--- src/design/lsae_pkg.sv ---
// ----------------------------------------------------------------------------
// lsae_pkg
// Shared constants and helpers for the light sensor angle estimator.
// ----------------------------------------------------------------------------
package lsae_pkg;

  // Default sample width of the converter
  localparam int SAMPLE_BITS_DEF = 10;

  // Sector width register
  localparam int         WIDTH_BITS  = 7;
  localparam logic [6:0] WIDTH_RESET = 7'd50;

  // Offset quotient never exceeds ceil(127/2), so seven bits carry it
  localparam int QUO_BITS   = 7;
  localparam int ANGLE_BITS = 8;

  // Configuration port
  localparam int         CFG_ADDR_BITS    = 3;
  localparam int         CFG_DATA_BITS    = 32;
  localparam logic [0:0] REG_SECTOR_WIDTH = 1'b0;

  // Sensor index codes
  localparam logic [1:0] SENSOR_0 = 2'd0;
  localparam logic [1:0] SENSOR_1 = 2'd1;
  localparam logic [1:0] SENSOR_2 = 2'd2;
  localparam logic [1:0] SENSOR_3 = 2'd3;

  // Base angle of each sensor in degrees
  function automatic logic [ANGLE_BITS-1:0] base_angle(input logic [1:0] idx);
    logic [ANGLE_BITS-1:0] a;
    case (idx)
      SENSOR_0: a = 8'd15;
      SENSOR_1: a = 8'd65;
      SENSOR_2: a = 8'd115;
      SENSOR_3: a = 8'd165;
      default:  a = 8'd15;
    endcase
    return a;
  endfunction

endpackage

--- src/design/light_sensor_angle_estimator.sv ---
// ----------------------------------------------------------------------------
// light_sensor_angle_estimator
// Picks the brightest of four light sensors and its brighter neighbour, then
// interpolates the optimum angle with a pipelined restoring divider.
// ----------------------------------------------------------------------------
//
//  channel | handshake              | payload
//  --------+------------------------+-------------------------------------------
//  in      | in_valid, in_stall     | in_sample_zero/one/two/three
//  out     | out_valid, out_stall   | out_angle, out_brightest, out_dark
//  config  | psel, penable, pready  | pwrite, paddr, pwdata, prdata
//
// The pipeline has three front stages (capture, peak and neighbour select,
// sums), one multiply stage, one divider stage per quotient bit and the
// output register. One item enters every cycle while in_stall is low.
// Each stage holds while the next one is full and held; empty stages fill,
// so bubbles squeeze out. Reset clears all valid bits and loads sector_width
// with 50.
module light_sensor_angle_estimator #(
  parameter int SAMPLE_BITS = lsae_pkg::SAMPLE_BITS_DEF
) (
  input  logic                                clk,
  input  logic                                rst_n,
  // input channel
  input  logic                                in_valid,
  output logic                                in_stall,
  input  logic [SAMPLE_BITS-1:0]              in_sample_zero,
  input  logic [SAMPLE_BITS-1:0]              in_sample_one,
  input  logic [SAMPLE_BITS-1:0]              in_sample_two,
  input  logic [SAMPLE_BITS-1:0]              in_sample_three,
  // result channel
  output logic                                out_valid,
  input  logic                                out_stall,
  output logic [lsae_pkg::ANGLE_BITS-1:0]     out_angle,
  output logic [1:0]                          out_brightest,
  output logic                                out_dark,
  // configuration port
  input  logic                                psel,
  input  logic                                penable,
  input  logic                                pwrite,
  input  logic [lsae_pkg::CFG_ADDR_BITS-1:0]  paddr,
  input  logic [lsae_pkg::CFG_DATA_BITS-1:0]  pwdata,
  output logic [lsae_pkg::CFG_DATA_BITS-1:0]  prdata,
  output logic                                pready
);
  import lsae_pkg::*;

  localparam int QB = QUO_BITS;
  localparam int SW = SAMPLE_BITS + 2;           // a1 + 2*a2
  localparam int DW = SAMPLE_BITS + 3;           // 3*(a1 + a2)
  localparam int NW = SAMPLE_BITS + WIDTH_BITS + 3; // dividend with rounding

  typedef struct packed {
    logic [NW-1:0] rem;
    logic [DW-1:0] den;
    logic [QB-1:0] quo;
    logic [1:0]    best;
    logic          upward;
    logic          dark;
  } div_t;

  // --------------------------------------------------------------------------
  // Configuration register
  // --------------------------------------------------------------------------
  logic [WIDTH_BITS-1:0] width_r;
  logic                  cfg_hit;

  assign cfg_hit = (paddr[CFG_ADDR_BITS-1:2] == REG_SECTOR_WIDTH);
  assign pready  = 1'b1;
  assign prdata  = cfg_hit ? CFG_DATA_BITS'(width_r) : '0;

  // Write on the access cycle
  always_ff @(posedge clk) begin
    if (!rst_n) begin
      width_r <= WIDTH_RESET;
    end else if (psel && penable && pwrite && pready && cfg_hit) begin
      width_r <= pwdata[WIDTH_BITS-1:0];
    end
  end

  // --------------------------------------------------------------------------
  // Stage handshake
  // --------------------------------------------------------------------------
  logic          s1_vld_r, s2_vld_r, s3_vld_r, out_vld_r;
  logic [QB:0]   dv_vld_r;
  logic          s1_rdy, s2_rdy, s3_rdy, out_rdy;
  logic [QB:0]   dv_rdy;

  assign out_rdy = !out_vld_r || !out_stall;
  assign dv_rdy[QB] = !dv_vld_r[QB] || out_rdy;
  for (genvar k = 0; k < QB; k++) begin : g_rdy
    assign dv_rdy[k] = !dv_vld_r[k] || dv_rdy[k+1];
  end
  assign s3_rdy   = !s3_vld_r || dv_rdy[0];
  assign s2_rdy   = !s2_vld_r || s3_rdy;
  assign s1_rdy   = !s1_vld_r || s2_rdy;
  assign in_stall = !s1_rdy;

  // --------------------------------------------------------------------------
  // Stage 1: capture samples
  // --------------------------------------------------------------------------
  logic [SAMPLE_BITS-1:0] smp_r [4];

  always_ff @(posedge clk) begin
    if (!rst_n) begin
      s1_vld_r <= 1'b0;
    end else if (s1_rdy) begin
      s1_vld_r <= in_valid;
    end
  end

  always_ff @(posedge clk) begin
    if (s1_rdy && in_valid) begin
      smp_r[0] <= in_sample_zero;
      smp_r[1] <= in_sample_one;
      smp_r[2] <= in_sample_two;
      smp_r[3] <= in_sample_three;
    end
  end

  // --------------------------------------------------------------------------
  // Stage 2: brightest sensor and neighbour
  // --------------------------------------------------------------------------
  logic [1:0]             best_nxt, nb_nxt;
  logic [SAMPLE_BITS-1:0] peak_nxt;
  logic [SAMPLE_BITS-1:0] a1_r, a2_r;
  logic [1:0]             best_s2_r;
  logic                   up_s2_r;

  always_comb begin
    // first strictly greater sample wins
    best_nxt = SENSOR_0;
    peak_nxt = smp_r[0];
    if (smp_r[1] > peak_nxt) begin
      best_nxt = SENSOR_1;
      peak_nxt = smp_r[1];
    end
    if (smp_r[2] > peak_nxt) begin
      best_nxt = SENSOR_2;
      peak_nxt = smp_r[2];
    end
    if (smp_r[3] > peak_nxt) begin
      best_nxt = SENSOR_3;
      peak_nxt = smp_r[3];
    end
    // end sensors have one neighbour; inner ties go upward
    case (best_nxt)
      SENSOR_0: nb_nxt = SENSOR_1;
      SENSOR_3: nb_nxt = SENSOR_2;
      SENSOR_1: nb_nxt = (smp_r[0] > smp_r[2]) ? SENSOR_0 : SENSOR_2;
      SENSOR_2: nb_nxt = (smp_r[1] > smp_r[3]) ? SENSOR_1 : SENSOR_3;
      default:  nb_nxt = SENSOR_1;
    endcase
  end

  always_ff @(posedge clk) begin
    if (!rst_n) begin
      s2_vld_r <= 1'b0;
    end else if (s2_rdy) begin
      s2_vld_r <= s1_vld_r;
    end
  end

  always_ff @(posedge clk) begin
    if (s2_rdy && s1_vld_r) begin
      a1_r      <= peak_nxt;
      a2_r      <= smp_r[nb_nxt];
      best_s2_r <= best_nxt;
      up_s2_r   <= (nb_nxt > best_nxt);
    end
  end

  // --------------------------------------------------------------------------
  // Stage 3: numerator sum and denominator
  // --------------------------------------------------------------------------
  logic [SW-1:0] sum12_nxt;
  logic [DW-1:0] pair_nxt, den_nxt;
  logic [SW-1:0] sum12_r;
  logic [DW-1:0] den_r;
  logic [1:0]    best_s3_r;
  logic          up_s3_r;

  always_comb begin
    sum12_nxt = SW'(a1_r) + {1'b0, a2_r, 1'b0};
    pair_nxt  = DW'(a1_r) + DW'(a2_r);
    den_nxt   = pair_nxt + {pair_nxt[DW-2:0], 1'b0};
  end

  always_ff @(posedge clk) begin
    if (!rst_n) begin
      s3_vld_r <= 1'b0;
    end else if (s3_rdy) begin
      s3_vld_r <= s2_vld_r;
    end
  end

  always_ff @(posedge clk) begin
    if (s3_rdy && s2_vld_r) begin
      sum12_r   <= sum12_nxt;
      den_r     <= den_nxt;
      best_s3_r <= best_s2_r;
      up_s3_r   <= up_s2_r;
    end
  end

  // --------------------------------------------------------------------------
  // Stage 4: scale by sector width, round toward the lower side
  // --------------------------------------------------------------------------
  div_t          dv_r   [QB+1];
  div_t          dv_nxt [QB+1];
  logic [NW-1:0] num_nxt;

  always_comb begin
    num_nxt       = NW'(width_r) * NW'(sum12_r);
    dv_nxt[0]     = '0;
    dv_nxt[0].den = den_r;
    dv_nxt[0].best   = best_s3_r;
    dv_nxt[0].upward = up_s3_r;
    dv_nxt[0].dark   = (den_r == '0);
    if (den_r == '0) begin
      dv_nxt[0].rem = '0;
    end else if (up_s3_r) begin
      dv_nxt[0].rem = num_nxt;
    end else begin
      dv_nxt[0].rem = num_nxt + NW'(den_r) - NW'(1);
    end
  end

  // --------------------------------------------------------------------------
  // Divider: one quotient bit per stage, most significant first
  // --------------------------------------------------------------------------
  for (genvar j = 0; j <= QB; j++) begin : g_div
    if (j > 0) begin : g_step
      localparam int B = QB - j;
      logic [NW-1:0] shd;

      always_comb begin
        shd       = NW'(dv_r[j-1].den) << B;
        dv_nxt[j] = dv_r[j-1];
        if (dv_r[j-1].rem >= shd) begin
          dv_nxt[j].rem    = dv_r[j-1].rem - shd;
          dv_nxt[j].quo[B] = 1'b1;
        end
      end

      always_ff @(posedge clk) begin
        if (!rst_n) begin
          dv_vld_r[j] <= 1'b0;
        end else if (dv_rdy[j]) begin
          dv_vld_r[j] <= dv_vld_r[j-1];
        end
      end

      always_ff @(posedge clk) begin
        if (dv_rdy[j] && dv_vld_r[j-1]) begin
          dv_r[j] <= dv_nxt[j];
        end
      end
    end else begin : g_load
      always_ff @(posedge clk) begin
        if (!rst_n) begin
          dv_vld_r[0] <= 1'b0;
        end else if (dv_rdy[0]) begin
          dv_vld_r[0] <= s3_vld_r;
        end
      end

      always_ff @(posedge clk) begin
        if (dv_rdy[0] && s3_vld_r) begin
          dv_r[0] <= dv_nxt[0];
        end
      end
    end
  end

  // --------------------------------------------------------------------------
  // Output register: apply offset to base angle
  // --------------------------------------------------------------------------
  logic [ANGLE_BITS-1:0] base_nxt, angle_nxt;
  logic [ANGLE_BITS-1:0] angle_r;
  logic [1:0]            best_out_r;
  logic                  dark_out_r;

  always_comb begin
    base_nxt = base_angle(dv_r[QB].best);
    if (dv_r[QB].dark) begin
      angle_nxt = base_nxt;
    end else if (dv_r[QB].upward) begin
      angle_nxt = base_nxt + ANGLE_BITS'(dv_r[QB].quo);
    end else begin
      angle_nxt = base_nxt - ANGLE_BITS'(dv_r[QB].quo);
    end
  end

  always_ff @(posedge clk) begin
    if (!rst_n) begin
      out_vld_r <= 1'b0;
    end else if (out_rdy) begin
      out_vld_r <= dv_vld_r[QB];
    end
  end

  always_ff @(posedge clk) begin
    if (out_rdy && dv_vld_r[QB]) begin
      angle_r    <= angle_nxt;
      best_out_r <= dv_r[QB].best;
      dark_out_r <= dv_r[QB].dark;
    end
  end

  assign out_valid     = out_vld_r;
  assign out_angle     = angle_r;
  assign out_brightest = best_out_r;
  assign out_dark      = dark_out_r;

endmodule
--- config.mk ---
export PLATFORM = sky130hd
export DESIGN_NAME = light_sensor_angle_estimator
export DESIGN_NICKNAME = d
export VERILOG_FILES = /design/src/design/lsae_pkg.sv /design/src/design/light_sensor_angle_estimator.sv
export SDC_FILE = /design/constraint.sdc
export NUM_CORES = 1
export LEC_CHECK = 0
export ABC_AREA = 1
export BUFFER_PORTS_ARGS = -buffer_cell sky130_fd_sc_hd__buf_2
export CORE_MARGIN = 5
export CORE_UTILIZATION = 40
export CTS_CLUSTER_SIZE = 24
export DETAILED_ROUTE_END_ITERATION = 6
export SETUP_SLACK_MARGIN = 0.15
export SLEW_MARGIN = 5
export SYNTH_ARGS = -nofsm -noshare
export SYNTH_HDL_FRONTEND = slang
export SYNTH_SLANG_ARGS = --single-unit
--- constraint.sdc ---
create_clock -name clk -period 5.6 [get_ports clk]
set_input_delay 0.28 -clock clk [delete_from_list [all_inputs] [get_ports clk]]
set_output_delay 0.28 -clock clk [all_outputs]
set_load 0.02 [all_outputs]
# == Yosys cells after proc, flatten, opt, wreduce, memory -nomap -nowiden ==
# Memories as Yosys holds them, arrays and structs flattened. A register that Yosys moved wholly into a read port is not among the register bits.
# Index checks and enable logic that the tools add are counted.
# word_totals
register_bits,71
latch_bits,0
ram_bits,392
rom_bits,0
inputBits,82
out_inout_bits,46
n_memories,2
# memory_table
memory,words,width,read_ports,rd_clocked_by_memory_dff,wr,line_no,rtl
dv_r,8,44,8,0,8,light_sensor_angle_estimator.sv:209,div_t dv_r [QB+1];
smp_r,4,10,5,1,4,light_sensor_angle_estimator.sv:102,logic [SAMPLE_BITS-1:0] smp_r [4];
# op_classes
add_sub_neg,14
mul,1
n_div,0
magnitude_cmp,13
n_eq_ne,6
shift,0
n_mux,47
bitwise_logic,1
n_reduce_logical,44
# ops
operator,n
20-bit 2-to-1 mux,9
10-bit greater-than comparator,5
8-bit case mux with 4 select lines,1
10-bit 2-to-1 mux,3
1-bit 2-to-1 mux,26
19-bit by 13-bit adder with 20-bit output,1
20-bit by 13-bit >= comparator with 1-bit output,1
20-bit by 14-bit >= comparator with 1-bit output,1
20-bit by 15-bit >= comparator with 1-bit output,1
20-bit by 16-bit >= comparator with 1-bit output,1
20-bit by 17-bit >= comparator with 1-bit output,1
20-bit by 18-bit >= comparator with 1-bit output,1
20-bit by 19-bit >= comparator with 1-bit output,1
20-bit by 1-bit subtractor with 20-bit output (second input constant),1
20-bit by 13-bit subtractor with 20-bit output,1
20-bit by 14-bit subtractor with 20-bit output,1
20-bit by 15-bit subtractor with 20-bit output,1
20-bit by 16-bit subtractor with 20-bit output,1
20-bit by 17-bit subtractor with 20-bit output,1
20-bit by 18-bit subtractor with 20-bit output,1
20-bit by 19-bit subtractor with 20-bit output,1
7-bit by 12-bit multiplier with 19-bit output,1
8-bit 2-to-1 mux,2
1-bit logical AND,15
16 further kinds,48

# == Depth between registers and ports, before layout ==
# logic_depth
depth_word,16
ltp_mapped,45
mapped_depth_nobuf,40

# == Worst setup path before layout ==
# Ideal clock, no wire load.
# synth_path
kind,register -> register
startpoint,reg width_r[3]
endpoint,"mem dv_r[0][40] (netlist bit), data pin"
setup_time_ns,0.257
t_arrival_ns,5.478
required_time_ns,5.343
slack_ns,-0.135
stages_incl_launch_ff,31
path_buffers,1
path_cell_list,dfxtp_1 > clkbuf_1 > nand2_1 > fa_1 > inv_1 > ha_1 > inv_1 > fa_1 > fa_1 > inv_1 > ha_1 > inv_1 > o31ai_2 > a21oi_1 > o21ai_0 > or2_2 > nand2_1 > ha_1 > inv_1 > ha_1 > nand2_1 > nor2_1 > o21ai_0 > o211ai_1 > a21oi_1 > nor3_1 > o21a_1 > o21ai_0 > nand3_1 > nand2_1 > o21ai_1
# synth_rtl
element,line_no,rtl
start: declaration,light_sensor_angle_estimator.sv:65,logic [WIDTH_BITS-1:0] width_r;
start signal: assignment,light_sensor_angle_estimator.sv:77,width_r <= pwdata[WIDTH_BITS-1:0];
end: declaration,light_sensor_angle_estimator.sv:209,

==> results.yml <==
pwr:
  swShare: 0.405
  switchingPower_uw: 8250
  power.share.clock: 0.149
  pwr-share-comb: 0.653
  power_leakage_uw: 0.0136
  vdd_drop_max_uv: 887
  power_density_nw_per_um2: 656
  fin_total_pwr_uw: 20400
  seq_power_share: 0.197
  p_int_uw: 12100
finish:
  multiInputGateArea_sq_um: 12300
  finalNetCount: 3310
  area_growth_pct: 21.4
  finalNonFillerCells: 3801
  diodes: 0
  layout-drive-gt1-share: 0.176
  n_fill_cell: 5653
  seq_area_sq_um: 12200
synthesis:
  yosys.cell_types.count: 62
  ys.warnings.count: 0
  ys_ff_latch: 412
  synthArstFlopShare: 0
  seq_area_frac_synth: 0.477
  synthFlopType: "edfxtp_1"
  yosys.area.top_type: "edfxtp_1"
  avgSynthCellArea_sq_um: 9.79
  synth_top_cell_area_share: 0.462
  synth_area_leaders: "edfxtp_1 (46%), ha_1 (12%), nand2_1 (6.9%), inv_1 (6.4%), fa_1 (4.7%)"
  netlist_instances: 2611
  syn_area_sq_um: 25500
  synth_commonest_cells: "nand2_1 (473), inv_1 (436), edfxtp_1 (393)"
  synth_edf_count: 393
  yosysMostFrequentCell: "nand2_1"
grt:
  met3_usage: 0.0220
  grt_use_met1: 0.176
  grt_max_degree: 44
  grt_usage: 0.165
  grt_pass1_vias: 19500
  use_met2: 0.325
  gr-total-overflow: 0
  busiest_layer: "met2"
  antenna_found_initial: 0
  grt_pass1_wl_um: 94800
detailed_routing:
  drc: 0
  viasPerCell: 4.96
  wl_per_cell_um: 15.4
  postRouteAntennaNets: 0
  dr.pass1.iters: 6
  wl_um: 58600
  drtIter0Drc: 958
  dr_total_vias: 18900
worst_setup_path:
  critPathMaxFanout: 5
  rr_worst_depth: 26
  critPathKind: "flop to flop"
  cp.arrival_ns: 6.04
  cp-start-kind: "flop"
  end_kind: "flop"
  cp.required_ns: 5.93
timing:
  relSlewSlack: 0.166
  setup_viol: 8
  skew_ns: 0.0188
  slew_violations: 0
  setup_slack_ns: -0.110
  fmax_mhz: 175
  layout_min_cycle_time_ns: 5.71
  worst_pin_slew_ns: 1.25
  rsz0062_at_grt: "true"
  hold_viol: 0
  post-route-period-util: 1.02
cts:
  htreeDepth: 2
  cts_tree: "yes"
  numCtsBuffers: 48
  clk_root_buffer_cell: "clkbuf_16"
  worstSkewPairLatency_ns: 0.59
  cts.path.max_buffers: 3
  clock-sinks: 412
  path_clk_slew_ns: 0.06
min_path:
  hp-class: "primary input to flop"
  hold_depth: 2
die:
  initial_core_util: 0.404
  rows: 92
  core_area_sq_um: 63200
  ios: 128
  die-area_sq_um: 69000
  die_w_um: 263
  die_y_um: 263
placed_design:
  dp_hpwl_um: 45000
  gp_congestion: 1.00
  port_buffers: 74
  dpl.cell_count: 3608
  preCtsSetupSlack_ns: -0.347
outcome:
  status: "finished with violations"
  violations: "setup timing"
flow_run:
  maxCapViolCount: 0
## placed cells by master, fill, tap and decap left out, types with 7 or more instances in the layout
cell type / count
nor3_1: 17
nand4_1: 15
o21a_1: 12
a31oi_1: 9
o31ai_1: 10
nor2_4: 11
inv_1: 416
inv_2: 28
edfxtp_1: 393
ha_4: 21
nand3b_1: 7
fa_1: 59
nor2_2: 12
nor4_1: 8
clkbuf_16: 49
a21oi_1: 177
clkbuf_1: 8
o211ai_1: 7
a21o_1: 8
dlygate4sd3_1: 54
nand2_2: 25
o21bai_1: 15
nor2_1: 127
nand2_4: 8
clkinv_2: 8
xnor2_1: 55
buf_6: 14
conb_1: 26
nand3_1: 92
xor2_1: 57
o21ai_1: 53
buf_4: 157
nand2_1: 452
buf_2: 74
o21ai_0: 77
o21ai_2: 18
dfxtp_1: 13
clkinv_1: 12
ha_1: 229
a21oi_2: 23
## worst max-delay path, cell delays in order (launching register included)
cell and delay [ns]:
edfxtp_1 0.49, nand2_1 0.12, inv_2 0.04, fa_1 0.54, inv_1 0.05, fa_1 0.45, fa_1 0.51, inv_2 0.04
fa_1 0.50, ha_4 0.33, inv_2 0.07, nor3_4 0.21, a21oi_4 0.12, o21ai_4 0.21, a31oi_4 0.12, o21ai_2 0.18
xor2_2 0.26, ha_4 0.26, nand2_4 0.08, inv_2 0.04, a221oi_2 0.28, nand2_1 0.09, nand2_1 0.09, nand2_1 0.07
a21oi_2 0.14, or2_4 0.13, a21oi_2 0.04
## area by class of cell
class                      count  area share
inverter                     448      0.0544
clock inverter                30     0.00911
tap                          846      0.0341
timing repair buffer         299      0.0724
clock buffer                  57      0.0405
multi-input combinational   1709       0.396
sequential                   412       0.393
## logic make-up (layout without fill, tap and decap cells)
family,Yosys count,in the layout,share of synthesized area
and+or+nand+nor,798,800,0.132
buffers and inverters,516,834,0.0813
AOI/OAI and AO/OA,450,450,0.0979
DFF,412,412,0.477
adders and majority gates,310,310,0.169
xor gates and xnor gates,121,121,0.0415
other,2,26,0.000294
muxes,2,2,0.000881
## worst paths after layout
path,from,slack (ns),end
max,sum12_r[5],-0.11,dv_r[0][43]
min reg2reg,best_s2_r[0],0.42,best_s3_r[0]
max reg2reg,sum12_r[5],-0.11,dv_r[0][43]
min,in_sample_three[1],0.40,smp_r[3][1]
## flip-flops by register name (all words and copies together) (netlist names)
register / count
smp_r: 40
dv_vld_r: 8
s3_vld_r: 1
best_s3_r: 2
a1_r: 10
out_valid: 1
sum12_r: 12
up_s3_r: 1
s1_vld_r: 1
dv_r: 291
out_brightest: 2
width_r: 7
out_angle: 8
s2_vld_r: 1
out_dark: 1
a2_r: 10
up_s2_r: 1
den_r: 13
best_s2_r: 2
## routing by layer
metal  share of wire  routed length [um]
met2            0.55               32000
met3           0.036                2100
met4           0.042                2470
met1            0.38               22000
met5               0                   0
## metrics by stage
stage	util	hold slack [ns]	TNS, ns	instance area, sq um
after floorplan	-	0.379	0	25800
after global placement	0.439	0.400	-1.23	27700
after detailed placement	0.439	0.405	-1.88	27700
after CTS	0.483	0.295	-0.0268	30500
after global routing	0.491	0.384	-2.55	31000
final	0.491	0.396	-0.405	31000
## power by group through the flow
stage | combinational [uW] | sequential, uW | clock (uW)
after global routing | 14500 | 4030 | 3270
final | 13300 | 4020 | 3040
after detailed placement | 9650 | 4090 | 0
after floorplan | 5850 | 3990 | 0
after global placement | 9510 | 4080 | 0
after CTS | 12500 | 4020 | 3130
## what timing repair did
action,4_1_cts,5_1_grt
gates cloned,0,2
gates resized for setup,122,73
setup buffers,26,24
endpoints found under the hold margin,49,0
hold buffers,54,0
setup endpoints to repair,13,23
pin swaps,84,61
Note: power is estimated with default switching activity, not from simulation.
